## config.mk

```make
export PLATFORM = sky130hd
export DESIGN_NAME = modbus_rtu_request_framer_top
export DESIGN_NICKNAME = d
export VERILOG_FILES = /design/src/hw/rtl/mrf_pkg.sv /design/src/hw/rtl/modbus_rtu_request_framer_top.sv /design/src/hw/rtl/mrf_front.sv /design/src/hw/rtl/mrf_queue.sv /design/src/hw/rtl/mrf_back.sv
export SDC_FILE = /design/constraint.sdc
export NUM_CORES = 1
export LEC_CHECK = 0
export BUFFER_PORTS_ARGS = -buffer_cell sky130_fd_sc_hd__buf_4
export CAP_MARGIN = 30
export CORE_ASPECT_RATIO = 0.75
export CORE_UTILIZATION = 50
export CTS_CLUSTER_DIAMETER = 30
export DETAILED_ROUTE_END_ITERATION = 8
export PLACE_DENSITY = 0.69
export SYNTH_ARGS = -nofsm -noshare
export SYNTH_HDL_FRONTEND = slang
export SYNTH_SLANG_ARGS = --single-unit
```

## constraint.sdc

```tcl
create_clock -name clk -period 11.1 [get_ports clk]
set_input_delay 2.22 -clock clk [delete_from_list [all_inputs] [get_ports clk]]
set_output_delay 2.22 -clock clk [all_outputs]
set_load 0.01 [all_outputs]
```

## src/hw/rtl/mrf_pkg.sv

```systemverilog
// shared command type, constants and crc function of the modbus rtu request framer
// no dependencies
package mrf_pkg;

  localparam int unsigned MAX_PAYLOAD_ITEMS = 255;
  localparam int unsigned QUEUE_DEPTH       = 2;
  localparam int unsigned QPTR_W            = $clog2(QUEUE_DEPTH);
  localparam int unsigned QCNT_W            = $clog2(QUEUE_DEPTH + 1);
  localparam int unsigned CMD_BYTES         = 7;
  localparam int unsigned NBYTES_W          = $clog2(CMD_BYTES + 1);
  localparam int unsigned STEP_W            = $clog2(CMD_BYTES + 2);

  localparam logic        REQ_HEADER = 1'b0;
  localparam logic        REQ_DATA   = 1'b1;

  localparam logic [1:0]  STATUS_OK      = 2'd0;
  localparam logic [1:0]  STATUS_TOO_BIG = 2'd1;
  localparam logic [1:0]  STATUS_BAD_FC  = 2'd2;

  localparam logic [7:0]  FC_READ_FIRST  = 8'd1;
  localparam logic [7:0]  FC_WRITE_COIL  = 8'd5;
  localparam logic [7:0]  FC_WRITE_REG   = 8'd6;
  localparam logic [7:0]  FC_WRITE_COILS = 8'd15;
  localparam logic [7:0]  FC_WRITE_REGS  = 8'd16;

  localparam logic [15:0] CRC_INIT   = 16'hFFFF;
  localparam logic [15:0] CRC_POLY   = 16'hA001;
  localparam logic [15:0] COIL_ON    = 16'hFF00;
  localparam logic [15:0] COIL_OFF   = 16'h0000;
  localparam logic [10:0] SHORT_SIZE = 11'd8;
  localparam logic [9:0]  LONG_EXTRA = 10'd9;
  localparam logic [10:0] CAP_RESET  = 11'd256;

  typedef struct packed {
    logic                        reset_crc;
    logic                        add_crc;
    logic [1:0]                  err;
    logic [NBYTES_W-1:0]         nbytes;
    logic [CMD_BYTES-1:0][7:0]   bytes;
  } cmd_t;

  function automatic logic [15:0] crc_update(input logic [15:0] crc, input logic [7:0] b);
    logic [15:0] c;
    c = crc ^ {8'h00, b};
    for (int j = 0; j < 8; j++) begin
      if (c[0]) c = (c >> 1) ^ CRC_POLY;
      else      c = c >> 1;
    end
    return c;
  endfunction

endpackage

```

## src/hw/rtl/modbus_rtu_request_framer_top.sv

```systemverilog
// Modbus RTU request framer: a header item for codes 1-6 gives eight frame bytes, one
// per cycle while the output is not stalled; codes 15 and 16 give seven header bytes,
// then one or two bytes per data item, with the two crc bytes (low first) after the
// last. Errors give a single result. The byte emitter, one byte per unstalled cycle,
// sets the rate; a two-entry command queue lets new items be taken while bytes go out.
// top level; depends on mrf_pkg, mrf_front, mrf_queue, mrf_back
module modbus_rtu_request_framer_top
  import mrf_pkg::*;
(
  input  logic        clk,
  input  logic        rst,
  input  logic        cfg_valid,
  output logic        cfg_ready,
  input  logic [10:0] cfg_data,
  input  logic        in_valid,
  output logic        in_stall,
  input  logic        req_type,
  input  logic [7:0]  slave_address,
  input  logic [7:0]  function_code,
  input  logic [15:0] start_address,
  input  logic [15:0] quantity,
  input  logic [15:0] data_word,
  output logic        out_valid,
  input  logic        out_stall,
  output logic [7:0]  frame_byte,
  output logic        frame_end,
  output logic [1:0]  status
);

  logic push;
  cmd_t cmd;
  logic pop;
  logic full;
  logic empty;
  cmd_t head;

  assign cfg_ready = 1'b1;
  assign in_stall  = full;

  mrf_front u_front (
    .clk           (clk),
    .rst           (rst),
    .cfg_valid     (cfg_valid),
    .cfg_data      (cfg_data),
    .in_valid      (in_valid),
    .q_full        (full),
    .req_type      (req_type),
    .slave_address (slave_address),
    .function_code (function_code),
    .start_address (start_address),
    .quantity      (quantity),
    .data_word     (data_word),
    .push          (push),
    .cmd           (cmd)
  );

  mrf_queue u_queue (
    .clk      (clk),
    .rst      (rst),
    .push     (push),
    .push_cmd (cmd),
    .pop      (pop),
    .full     (full),
    .empty    (empty),
    .head     (head)
  );

  mrf_back u_back (
    .clk        (clk),
    .rst        (rst),
    .empty      (empty),
    .head       (head),
    .pop        (pop),
    .out_stall  (out_stall),
    .out_valid  (out_valid),
    .frame_byte (frame_byte),
    .frame_end  (frame_end),
    .status     (status)
  );

endmodule

```

## src/hw/rtl/mrf_front.sv

```systemverilog
// front end: accepts request items, tracks payload state, builds byte commands
// depends on mrf_pkg
module mrf_front
  import mrf_pkg::*;
(
  input  logic        clk,
  input  logic        rst,
  input  logic        cfg_valid,
  input  logic [10:0] cfg_data,
  input  logic        in_valid,
  input  logic        q_full,
  input  logic        req_type,
  input  logic [7:0]  slave_address,
  input  logic [7:0]  function_code,
  input  logic [15:0] start_address,
  input  logic [15:0] quantity,
  input  logic [15:0] data_word,
  output logic        push,
  output cmd_t        cmd
);

  logic [10:0] frame_capacity;
  logic [8:0]  payload_left, payload_left_next;
  logic        payload_is_words, payload_is_words_next;
  logic        dropping, dropping_next;

  logic        accept;
  logic        is_basic;
  logic        words;
  logic [7:0]  n;
  logic [8:0]  items;
  logic [8:0]  pbytes;
  logic [9:0]  size;
  logic        too_big;
  logic [15:0] second;
  logic [8:0]  left_dec;

  assign accept   = in_valid && !q_full;
  assign is_basic = (function_code >= FC_READ_FIRST) && (function_code <= FC_WRITE_REG);
  assign words    = (function_code == FC_WRITE_REGS);
  assign n        = quantity[7:0];
  assign items    = words ? {1'b0, n} : ({1'b0, n} + 9'd7) >> 3;
  assign pbytes   = words ? {n, 1'b0} : items;
  assign size     = {1'b0, pbytes} + LONG_EXTRA;
  assign too_big  = ({1'b0, size} > frame_capacity) || ({1'b0, n} > 9'(MAX_PAYLOAD_ITEMS));
  assign left_dec = payload_left - 9'd1;

  always_comb begin
    priority if (function_code == FC_WRITE_COIL) begin
      second = (quantity != 16'd0) ? COIL_ON : COIL_OFF;
    end else if (function_code == FC_WRITE_REG) begin
      second = data_word;
    end else begin
      second = quantity;
    end
  end

  always_comb begin
    push                  = 1'b0;
    cmd                   = '0;
    payload_left_next     = payload_left;
    payload_is_words_next = payload_is_words;
    dropping_next         = dropping;
    if (accept) begin
      if (req_type == REQ_DATA) begin
        if (payload_left != 9'd0) begin
          payload_left_next = left_dec;
          if (dropping) begin
            if (left_dec == 9'd0) dropping_next = 1'b0;
          end else begin
            push        = 1'b1;
            cmd.add_crc = (left_dec == 9'd0);
            if (payload_is_words) begin
              cmd.nbytes   = NBYTES_W'(2);
              cmd.bytes[0] = data_word[15:8];
              cmd.bytes[1] = data_word[7:0];
            end else begin
              cmd.nbytes   = NBYTES_W'(1);
              cmd.bytes[0] = data_word[7:0];
            end
          end
        end
      end else begin
        push                  = 1'b1;
        cmd.reset_crc         = 1'b1;
        payload_left_next     = '0;
        payload_is_words_next = 1'b0;
        dropping_next         = 1'b0;
        cmd.bytes[0]          = slave_address;
        cmd.bytes[1]          = function_code;
        cmd.bytes[2]          = start_address[15:8];
        cmd.bytes[3]          = start_address[7:0];
        if (is_basic) begin
          if (frame_capacity < SHORT_SIZE) begin
            cmd.err = STATUS_TOO_BIG;
          end else begin
            cmd.nbytes   = NBYTES_W'(6);
            cmd.add_crc  = 1'b1;
            cmd.bytes[4] = second[15:8];
            cmd.bytes[5] = second[7:0];
          end
        end else if (function_code == FC_WRITE_COILS || function_code == FC_WRITE_REGS) begin
          if (too_big) begin
            cmd.err           = STATUS_TOO_BIG;
            payload_left_next = items;
            dropping_next     = (items != 9'd0);
          end else begin
            cmd.nbytes            = NBYTES_W'(7);
            cmd.bytes[4]          = 8'h00;
            cmd.bytes[5]          = n;
            cmd.bytes[6]          = pbytes[7:0];
            cmd.add_crc           = (items == 9'd0);
            payload_left_next     = items;
            payload_is_words_next = words;
          end
        end else begin
          cmd.err = STATUS_BAD_FC;
        end
      end
    end
  end

  always_ff @(posedge clk) begin
    if (rst) begin
      frame_capacity   <= CAP_RESET;
      payload_left     <= '0;
      payload_is_words <= 1'b0;
      dropping         <= 1'b0;
    end else begin
      if (cfg_valid) frame_capacity <= cfg_data;
      payload_left     <= payload_left_next;
      payload_is_words <= payload_is_words_next;
      dropping         <= dropping_next;
    end
  end

endmodule

```

## src/hw/rtl/mrf_queue.sv

```systemverilog
// short command queue between the front end and the byte emitter
// depends on mrf_pkg
module mrf_queue
  import mrf_pkg::*;
(
  input  logic clk,
  input  logic rst,
  input  logic push,
  input  cmd_t push_cmd,
  input  logic pop,
  output logic full,
  output logic empty,
  output cmd_t head
);

  cmd_t              mem [QUEUE_DEPTH];
  logic [QPTR_W-1:0] wr_ptr;
  logic [QPTR_W-1:0] rd_ptr;
  logic [QCNT_W-1:0] count;

  assign full  = (count == QCNT_W'(QUEUE_DEPTH));
  assign empty = (count == '0);
  assign head  = mem[rd_ptr];

  always_ff @(posedge clk) begin
    if (push) mem[wr_ptr] <= push_cmd;
  end

  always_ff @(posedge clk) begin
    if (rst) begin
      wr_ptr <= '0;
      rd_ptr <= '0;
      count  <= '0;
    end else begin
      if (push) wr_ptr <= (wr_ptr == QPTR_W'(QUEUE_DEPTH - 1)) ? '0 : wr_ptr + 1'b1;
      if (pop)  rd_ptr <= (rd_ptr == QPTR_W'(QUEUE_DEPTH - 1)) ? '0 : rd_ptr + 1'b1;
      if (push && !pop)      count <= count + 1'b1;
      else if (pop && !push) count <= count - 1'b1;
    end
  end

endmodule

```

## src/hw/rtl/mrf_back.sv

```systemverilog
// back end: one command byte per unstalled cycle, running crc, output register
// depends on mrf_pkg
module mrf_back
  import mrf_pkg::*;
(
  input  logic       clk,
  input  logic       rst,
  input  logic       empty,
  input  cmd_t       head,
  output logic       pop,
  input  logic       out_stall,
  output logic       out_valid,
  output logic [7:0] frame_byte,
  output logic       frame_end,
  output logic [1:0] status
);

  logic [STEP_W-1:0] step;
  logic [15:0]       crc;
  logic              emit_en;
  logic              out_free;
  logic [15:0]       crc_cur;
  logic [STEP_W-1:0] nb;
  logic [7:0]        byte_cur;
  logic              end_cur;
  logic              last;
  logic              is_data;

  assign out_free = !out_valid || !out_stall;
  assign emit_en  = !empty && out_free;
  assign pop      = emit_en && last;
  assign nb       = STEP_W'(head.nbytes);
  assign crc_cur  = (step == '0 && head.reset_crc) ? CRC_INIT : crc;
  assign is_data  = (head.err == STATUS_OK) && (step < nb);

  always_comb begin
    byte_cur = 8'h00;
    end_cur  = 1'b0;
    last     = 1'b0;
    if (head.err != STATUS_OK) begin
      end_cur = 1'b1;
      last    = 1'b1;
    end else if (is_data) begin
      byte_cur = head.bytes[step[NBYTES_W-1:0]];
      last     = !head.add_crc && (step == nb - 1'b1);
    end else if (step == nb) begin
      byte_cur = crc_cur[7:0];
    end else begin
      byte_cur = crc_cur[15:8];
      end_cur  = 1'b1;
      last     = 1'b1;
    end
  end

  always_ff @(posedge clk) begin
    if (rst) begin
      out_valid <= 1'b0;
      step      <= '0;
      crc       <= CRC_INIT;
    end else begin
      if (out_free) out_valid <= !empty;
      if (emit_en) begin
        step <= last ? '0 : step + 1'b1;
        if (is_data)      crc <= crc_update(crc_cur, byte_cur);
        else if (end_cur) crc <= CRC_INIT;
      end
    end
  end

  always_ff @(posedge clk) begin
    if (emit_en) begin
      frame_byte <= byte_cur;
      frame_end  <= end_cur;
      status     <= head.err;
    end
  end

endmodule

```

# After elaboration in Yosys (flattened, before gate mapping)
# Memory sizes are Yosys's and may differ from the RTL's. A register that Yosys moved wholly into a read port is not among the register bits.
# Cells that the tools add are included.
# Widths: inputs -> output; s select.
[word_totals] regBits=58 mem_bits_rw=126 in_bits=81 output_inout_bits=14 word_cells=182 mem_count=1
[classes] n_addsub=9 magnitude_cmp=6 eq_ne=8 n_mux=103 n_bitwise=10 reduce_logical=32
[memory_table] name="u_queue.mem" words=2 word_bits=63 read_ports=1 rd_ports_with_merged_regs=1 wr=1 line_no="mrf_queue.sv:16" source="cmd_t mem [QUEUE_DEPTH];"
[ops] cell="$mux 16" count=40
[ops] cell="$mux 8" count=8
[ops] cell="$mux 63" count=1
[ops] cell="$mux 27" count=2
[ops] cell="$mux 9" count=5
[ops] cell="$mux 40" count=1
[ops] cell="$mux 1" count=34
[ops] cell="$bmux 8 s3" count=1
[ops] cell="$not 2->3" count=8
[ops] cell="$logic_not 9->1" count=2
[ops] cell="$reduce_bool 9->1" count=2
[ops] cell="$eq 8x3->1 const B" count=2
[ops] cell="$reduce_bool 16->1" count=1
[ops] cell="$xor 16x8->16" count=1
[ops] cell="$mux 3" count=4
[ops] cell="$gt 10x11->1" count=1
[ops] cell="$lt 11x4->1 const B" count=1
[ops] cell="$add 9x4->10 const B" count=1
[ops] cell="$mux 2" count=5
[ops] cell="$add 8x3->9 const B" count=1
[ops] cell="$logic_and 1x1->1" count=9
[ops] cell="$sub 9x1->9 const B" count=1
[ops] cell="$eq 8x4->1 const B" count=1
[ops] cell="$eq 8x5->1 const B" count=1
[ops] cell="other kinds (22)" count=35

# Depth between registers and ports, before layout
# Gate-level depths: netlist of run 1.
[depth] depth_word=45 ltp_mapped=21 depth_no_buf=19

# By module
# From an unflattened synthesis of run 1, not the netlist that was laid out.
[unflattened] hier_cells=908 area_unflattened_um2=10248.6
[by_module_without_submodules] module="mrf_queue" instances=1 cells_per_inst=218 area_per_inst_um2=4773.3 seq_area_each_um2=3883.7
[by_module_without_submodules] module="mrf_front" instances=1 cells_per_inst=406 area_per_inst_um2=2840.2 seq_area_each_um2=440.4
[by_module_without_submodules] module="mrf_back" instances=1 cells_per_inst=282 area_per_inst_um2=2623.8 seq_area_each_um2=750.7
[by_module_without_submodules] module="modbus_rtu_request_framer_top" instances=1 cells_per_inst=2 area_per_inst_um2=11.3 seq_area_each_um2=0.0

# Least setup slack after synthesis of run 1
# No wires, ideal clock.
[synth_timing] path_type="input to register" startpoint="input port req_type" endpoint="memory u_queue.mem[0][0] (netlist bit), enable pin" setup_time_ns=0.492 arrival_ns=5.705 t_required_ns=10.608 setup_slack_ns=4.903 stages=4 path_buffers=1 cell_sequence="clkbuf_1 -> a21o_1 -> a21oi_1 -> nor2b_1"
[synth_between] elab_chain_len=4
[synth_lines] item="start, declared" line_no="modbus_rtu_request_framer_top.sv:17" source="input logic req_type,"
[synth_lines] item="$mux 1" line_no="mrf_front.sv:65" source="if (req_type == REQ_DATA) begin"
[synth_lines] item="$mux 1" line_no="mrf_front.sv:64" source="if (accept) begin"
[synth_lines] item="net push" line_no="modbus_rtu_request_framer_top.sv:30" source="logic push;"
[synth_lines] item="$mux 1" line_no="mrf_queue.sv:26" source="if (push) mem[wr_ptr] <= push_cmd;"
[synth_lines] item="$mux 1 (not written as such)" line_no="mrf_queue.sv:26"
[synth_lines] item="end, declared" line_no="mrf_queue.sv:16"
# The timed path passes the listed nets, and every way through them passes these cells.

==> impl_results.md, run 1 <==
* Status: finished, final reports clean
* F_max at approximately 160 MHz
* Clock share of power at about a quarter
* Largest net degree at the start of global routing at 64
* Sequential share of power at a little under two fifths
* Layout cell share with drive strength beyond 1 at roughly a fifth
* Min Clock Period, post-route at 6.45 ns
* Worst clock skew at 0.0170 ns
* Nets at 1039
* Max_slew headroom at roughly two fifths
* Initial antenna violation count at 0
* Crit Path Class: in -> reg
* Post-CTS Hold Buffers at 0
* Layout filler cell count at around 1500
* Distinct cells, synth at slightly below 90
* Drt drc at 0
* RSZ-0062 raised after global routing: false
* Primary FF master, synth: edfxtp_1
* Post-CTS sizing at 0
* Drt pass-1 iters at 6
* Share of the synthesized area in the top cell type at 42.6%
* Sequential fraction of the synthesis area at ~53%
* Comb power frac at between 30 and 40%
* Finished Core Util at 59.5%
* Routed wire per std cell at between 15 and 20 um
* Worst slack at placement at 4.29 ns
* Hold Vio Cnt, Final at 0
* Fin. max-slew vios at 0
* Setup TNS at 0 ns
* Area of the multi-input gates at 4250 um^2
* Worst R2R Setup Slack at 6.28 ns
* ANT cells at 0
* GR Overflow Total at 0
* CP Cell Sequence: buf_4 -> or3_1 -> nor2_1 -> nor3_1 -> ha_1 -> inv_1 -> o21ai_0 -> and3_1 -> nand3_1 -> xor2_1 -> nor2_1 -> ha_1 -> a211oi_1 -> a21oi_1 -> o21ai_0 -> and3_1 -> and2_1
* Slew @ Worst Pin at roughly 0.91 ns
* Asr flop ratio synth at 0%
* Non-Filler Instances at around 1200
* Detailed-placement wirelength estimate at between 15000 and 20000 um
* Slowest CP cell: nor2_1
* CTS H-tree depth at 4
* Detailed-route vias per instance at between 5 and 6
* Number of synthesized flops with an enable pin at 137
* Max capacitance violation total at 0
* Period utilization at about three fifths
* CP startpoint kind: primary input
* Synth-to-Final Area Change at 15.1%
* Switching Fraction at 36.4%
* Cell Rows at 43
* Pint at approximately 1.7 mW
* Post-route ant nets at 0
* Synth top cells by count: 137 x edfxtp_1, 98 x nand2_1, 76 x nor2_1
* Vias at between 7000 and 8000
* CP required at about 11 ns
* Register area at between 5000 and 6000 um^2
* CTS tree: done
* Initial Utilization at between 50% and 60%
* Mean post-synth cell area at 11.2 um^2
* # port buffers at 93
* Synth Instances at ~860
* Yosys top cell by area: edfxtp_1
* Synth Register Bits at 185
* Total GRT Usage at between 20% and 30%
* Peak VDD IR at roughly 0.14 mV
* Ports at between 90 and 100
* Dominant cells by area after synthesis: edfxtp_1 43%, dfxtp_1 10%, mux4_2 4.9%
* Max incr delay on CP at around 0.66 ns
* Clock Pin Slew Worst Setup and Hold Paths at 0.08 ns
* Post-Synthesis Cell Area at approximately 9700 um^2
* 1st-iter DRT viols at slightly above 800
* Cell Pwr Density at about 230 nW/um^2
* Area of the die at 19900 um^2
* Final wirelength at between 20000 and 25000 um
* Post-Syn Nets at about 960
* Die width at ~160 um
* Final setup margin at about 4.7 ns
* Num CTS Buffers at 17
* Top-count cell post-synth: edfxtp_1
* CP max FO at 13
* Dpl cells at around 1200
* First-pass GRT wire length at 36300 um
* Core Area at 18700 um^2
* # setup viols final at 0
* Crit path DAT at between 6 and 7 ns
* CTS Buffer Depth at 2
* Syn. warnings at 0
* Die Y at around 120 um
* Post-CTS setup buffers at 0
* CP Capture Type: flip-flop
* Clock root buffer master: clkbuf_16
* NetSw at 0.948 mW
* CTS Sinks at between 150 and 200
* Static Leak at between 4 and 5 nW
* Worst hold path class: reg -> reg
* Number of global-route vias before repair at about 6700
* RePlAce Congestion at ~0.89
* Clk Latency, worst-skew pair at approximately 0.45 ns
-- area by class of cell --
| class | instances | share of cell area [%] |
|---|---|---|
| flip-flops and latches | 185 | 45.7 |
| multi-input cells | 610 | 38.3 |
| repair buffers | 100 | 6.75 |
| clock buffers | 17 | 3.83 |
| well taps | 247 | 2.78 |
| clock inverters | 15 | 1.90 |
| inverters | 24 | 0.811 |
-- state kept, by name (all words and copies together) (netlist names), named ones only --
| name | flops |
|---|---|
| u_queue.count | 2 |
| u_back.out_valid | 1 |
| u_back.frame_end | 1 |
| u_back.status | 2 |
| u_back.step | 4 |
| u_queue.mem | 126 |
| u_front.frame_capacity | 11 |
| u_front.payload_left | 9 |
| u_front.dropping | 1 |
| u_front.payload_is_words | 1 |
| u_back.frame_byte | 8 |
| u_queue.rd_ptr | 1 |
| u_back.crc | 16 |
| u_queue.wr_ptr | 1 |
-- power by group through the flow --
stage                     logic (mW)  clock network (mW)  registers [mW]
after floorplan                0.739                   0           0.996
after global placement         0.965                   0            1.00
after detailed placement       0.965                   0            1.01
after CTS                      0.975               0.640           0.992
after global routing            1.06               0.666            1.01
final                          0.980               0.629           0.993
-- critical path, delay by kind of cell --
family | cells | cell delay [ns]
and+or+nand+nor | 8 | 2.60
AOI/OAI and AO/OA | 4 | 0.97
adders and majority gates | 2 | 0.61
xor gates and xnor gates | 1 | 0.17
buffers and inverters | 2 | 0.16
-- routing by layer --
metal / GRT usage (%) / part of all wire, % / routed length, um
met1: 36.6 / 47 / 10900
met3: 5.00 / 8.6 / 2000
met5: 0 / 0 / 0
met2: 35.7 / 43 / 10000
met4: 6.31 / 0.88 / 204
-- placed cells by master (no fill, tap or decap), drive strengths merged, types with 4 or more instances in the layout --
master	n
mux2	9
nor3	22
a21o	18
o21ai	48
edfxtp	137
o22ai	22
nor4	7
a221oi	5
nand2b	6
buf	100
ha	20
dfxtp	48
o211ai	5
a22o	8
or3	7
and3	8
and2	23
clkinv	11
o221ai	4
nor2	77
a31oi	12
nand4	4
nor2b	6
mux4	21
nand2	99
mux2i	31
inv	28
nand3	16
clkbuf	17
or2	6
xnor2	23
a21oi	38
xor2	8
o21a	9
-- metrics by stage --
| step | instance area (um^2) | total power, mW | hold WS (ns) |
|---|---|---|---|
| 2_1_floorplan | 9650 | 1.73 | 0.446 |
| 5_1_grt | 11100 | 2.74 | 0.485 |
| 6_report | 11100 | 2.60 | 0.479 |
| 3_5_place_dp | 10500 | 1.97 | 0.464 |
| 3_3_place_gp | 10500 | 1.97 | 0.458 |
| 4_1_cts | 11100 | 2.61 | 0.477 |
-- logic make-up (layout without fill, tap and decap cells) --
family                   count (synthesis)  count (layout)  share of synthesized area, %
AND/OR/NAND/NOR                        294             294                          14.8
AO/OA/AOI/OAI                          201             201                          13.9
flip-flops                             185             185                          52.6
buffers and inverters                   68             156                          3.50
multiplexers                            61              61                          9.20
XOR/XNOR                                33              33                          3.45
adder cells (fa/ha/maj)                 20              20                          2.59
other                                    1               1                        0.0388
-- worst paths after layout --
kind	from	to	cells after the start
hold reg to reg	u_front.dropping	u_front.dropping	2
hold / removal	u_front.dropping	u_front.dropping	2
setup reg to reg	u_back.step[0]	u_back.crc[0]	12
setup / recovery	function_code[5]	u_queue.mem[0][49]	17
Note: power is estimated with default switching activity, not from simulation.
==> inputs of run 2 (changes only) <==
Clock period 11.1 ns to 6.6 ns, I/O delays scaled along.
==> impl_results.md, run 2 (synthesized netlist as in run 1, its figures left out) <==
* Crit path DAT at 5.56 ns (-1.19 ns)
* Slew @ Worst Pin at 0.944 ns (+0.0322 ns)
* Dpl cells at 1169 (+0.26%)
* First-pass GRT wire length at 36600 um (+0.67%)
* NetSw at 1.59 mW (+68%)
* Pwr Total at 4.37 mW (+68%)
* Top Usage Layer GRT: met1
* Register area at 5080 um^2 (unchanged)
* CP startpoint kind: primary input
* Pint at 2.78 mW (+68%)
* Largest net degree at the start of global routing at 38 (-41%)
* Routed wire per std cell at 19.6 um (+1.4%)
* Status: finished, final reports clean
* Finished Core Util at 59.6% (+0.094 points)
* Cell Pwr Density at 393 nW/um^2 (+68%)
* CTS Sinks at 185 (unchanged)
* Comb power frac at 38.1% (+0.4 points)
* Crit path top cell by count: o21ai_0
* Initial Utilization at 51.7% (unchanged)
* Ports at 95 (unchanged)
* Met3 usage at 5.37% (+0.37 points)
* CP Cell Sequence: buf_4 -> or3_1 -> or2_2 -> o21ai_0 -> o21ai_0 -> and3_1 -> nand3_1 -> xor2_1 -> nor2_1 -> ha_1 -> o21a_1 -> o21ai_0 -> a21oi_1 -> o21ai_0 -> and3_1 -> a21o_1
* Period utilization at 79.8%
* RSZ-0062 raised after global routing: false
* CTS H-tree depth at 4 (unchanged)
* Layout filler cell count at 1523 (-0.59%)
* Worst hold path class: reg -> reg
* Min Clock Period, post-route at between 5 and 6 ns
* Number of global-route vias before repair at 6504 (-2.3%)
* RePlAce Congestion at 0.913 (+2.4%)
* Setup TNS at 0 ns (unchanged)
* Clock share of power at 24.0% (-0.2 points)
* Clk Latency, worst-skew pair at 0.44 ns (about the same)
* WP buf/inv at 1 (-1)
* Drt pass-1 iters at 5 (-1)
* Post-CTS setup buffers at 0 (unchanged)
* Cell Rows at 43 (unchanged)
* Post-route cell area at 11100 um^2 (+0.16%)
* Most frequent cells in the layout: 137 x edfxtp_1, 103 x buf_4, 98 x nand2_1
* CP Capture Type: flip-flop
* Initial antenna violation count at 0 (unchanged)
* Final hold slack at 0.481 ns (+0.00112 ns)
* Crit Path Class: in -> reg
* F_max at roughly 190 MHz
* DP Area at 10500 um^2 (+0.22%)
* Clock root buffer master: clkbuf_16
* Non-Filler Instances at 1201 (+0.25%)
* Area of the die at 19900 um^2 (unchanged)
* Fin. max-slew vios at 0 (unchanged)
* Peak VDD IR at 0.198 mV (+41%)
* Static Leak at 4.20 nW (+0.34%)
* CP required at 6.90 ns (-4.50 ns)
* Max incr delay on CP at 0.52 ns (-0.14 ns)
* GR Util met2 at 35.8% (+0.13 points)
* Area of the multi-input gates at 4250 um^2 (unchanged)
* CP max FO at 14 (+1)
* Clock Pin Slew Worst Setup and Hold Paths at 0.08 ns (about the same)
* 1st-iter DRT viols at 777 (-6.3%)
* ANT cells at 0 (unchanged)
* GR Overflow Total at 0 (unchanged)
* Hold Vio Cnt, Final at 0 (unchanged)
* Post-CTS Hold Buffers at 0 (unchanged)
* Post-CTS sizing at 0 (unchanged)
* Max capacitance violation total at 0 (unchanged)
* Synth-to-Final Area Change at 15.3%
* Num CTS Buffers at 17 (unchanged)
* Switching Fraction at 36.4% (-0.040 points)
* Final setup margin at 1.33 ns (-3.32 ns)
* Core Area at 18700 um^2 (unchanged)
* Detailed-route vias per instance at 5.97 (+0.49%)
* Worst slack at placement at 1.01 ns (-3.27 ns)
* # setup viols final at 0 (unchanged)
* Post-route ant nets at 0 (unchanged)
* Nets at 1042 (+0.29%)
* Final wirelength at 23500 um (+1.6%)
* Sequential share of power at 37.9% (-0.3 points)
* Largest registers: u_queue.mem x126, u_back.crc x16, u_front.frame_capacity x11
* Die width at 162 um (unchanged)
* CTS Buffer Depth at 2 (unchanged)
* Met1 Usage GRT at 37.3% (+0.70 points)
* Max reg flops at 126 (unchanged)
* Die Y at 122 um (unchanged)
* # port buffers at 93 (unchanged)
* Detailed-placement wirelength estimate at 16800 um (+3.2%)
* Total GRT Usage at 24.6% (+0.21 points)
* Max_slew headroom at 37.1% (-2.1 points)
* Layout cell share with drive strength beyond 1 at 19.9% (+0.25 points)
* CTS tree: done
* Biggest register: u_queue.mem
* Vias at 7175 (+0.74%)
* Commonest non-fill, non-tap cell in the layout: edfxtp_1
* Drt drc at 0 (unchanged)
* Crit path max-delay family: simple AND/OR/NAND/NOR gates
* Slowest CP cell: and3_1
* Worst clock skew at 0.0126 ns (-0.00443 ns)
## run 2: changes by cell type in the layout (fill, tap and decap cells not counted)
cell and change:
buf_4 +3, clkinv_4 +1, clkinv_8 -1, inv_6 -1, inv_8 +1
## run 2: worst min-delay path, delay by kind of cell, from the launching register on
kind	cells	cell delay (ns)
flops	1	0.33
compound gates	1	0.05
simple gates	1	0.06
## run 2: cell type report
type / instances / share of cell area (%)
Tap cell: 247 / 2.78
Multi-Input combinational cell: 610 / 38.2
Timing Repair Buffer: 103 / 6.95
Clock inverter: 15 / 1.85
Inverter: 24 / 0.809
Clock buffer: 17 / 3.82
Sequential cell: 185 / 45.6
## run 2: power by group through the flow
stage                     logic, mW  clock network [mW]  registers, mW
after floorplan                1.24                   0           1.67
after global placement         1.64                   0           1.68
after detailed placement       1.65                   0           1.68
after CTS                      1.66                1.07           1.66
after global routing           1.81                1.11           1.68
final                          1.67                1.05           1.66
## run 2: worst paths after layout
kind                          from                 end  slack, ns  cells after the start
hold reg to reg   u_front.dropping    u_front.dropping       0.48                      2
setup / recovery  function_code[5]  u_queue.mem[1][43]       1.33                     16
hold / removal    u_front.dropping    u_front.dropping       0.48                      2
setup reg to reg    u_back.step[0]       u_back.crc[0]       2.29                     13
## run 2: per-layer routing
metal | vias up | routed length [um]
met5 | - | 0
met4 | 0 | 238
met3 | 23 | 2110
met2 | 349 | 10100
met1 | 3420 | 11000
li1 | 3383 | -
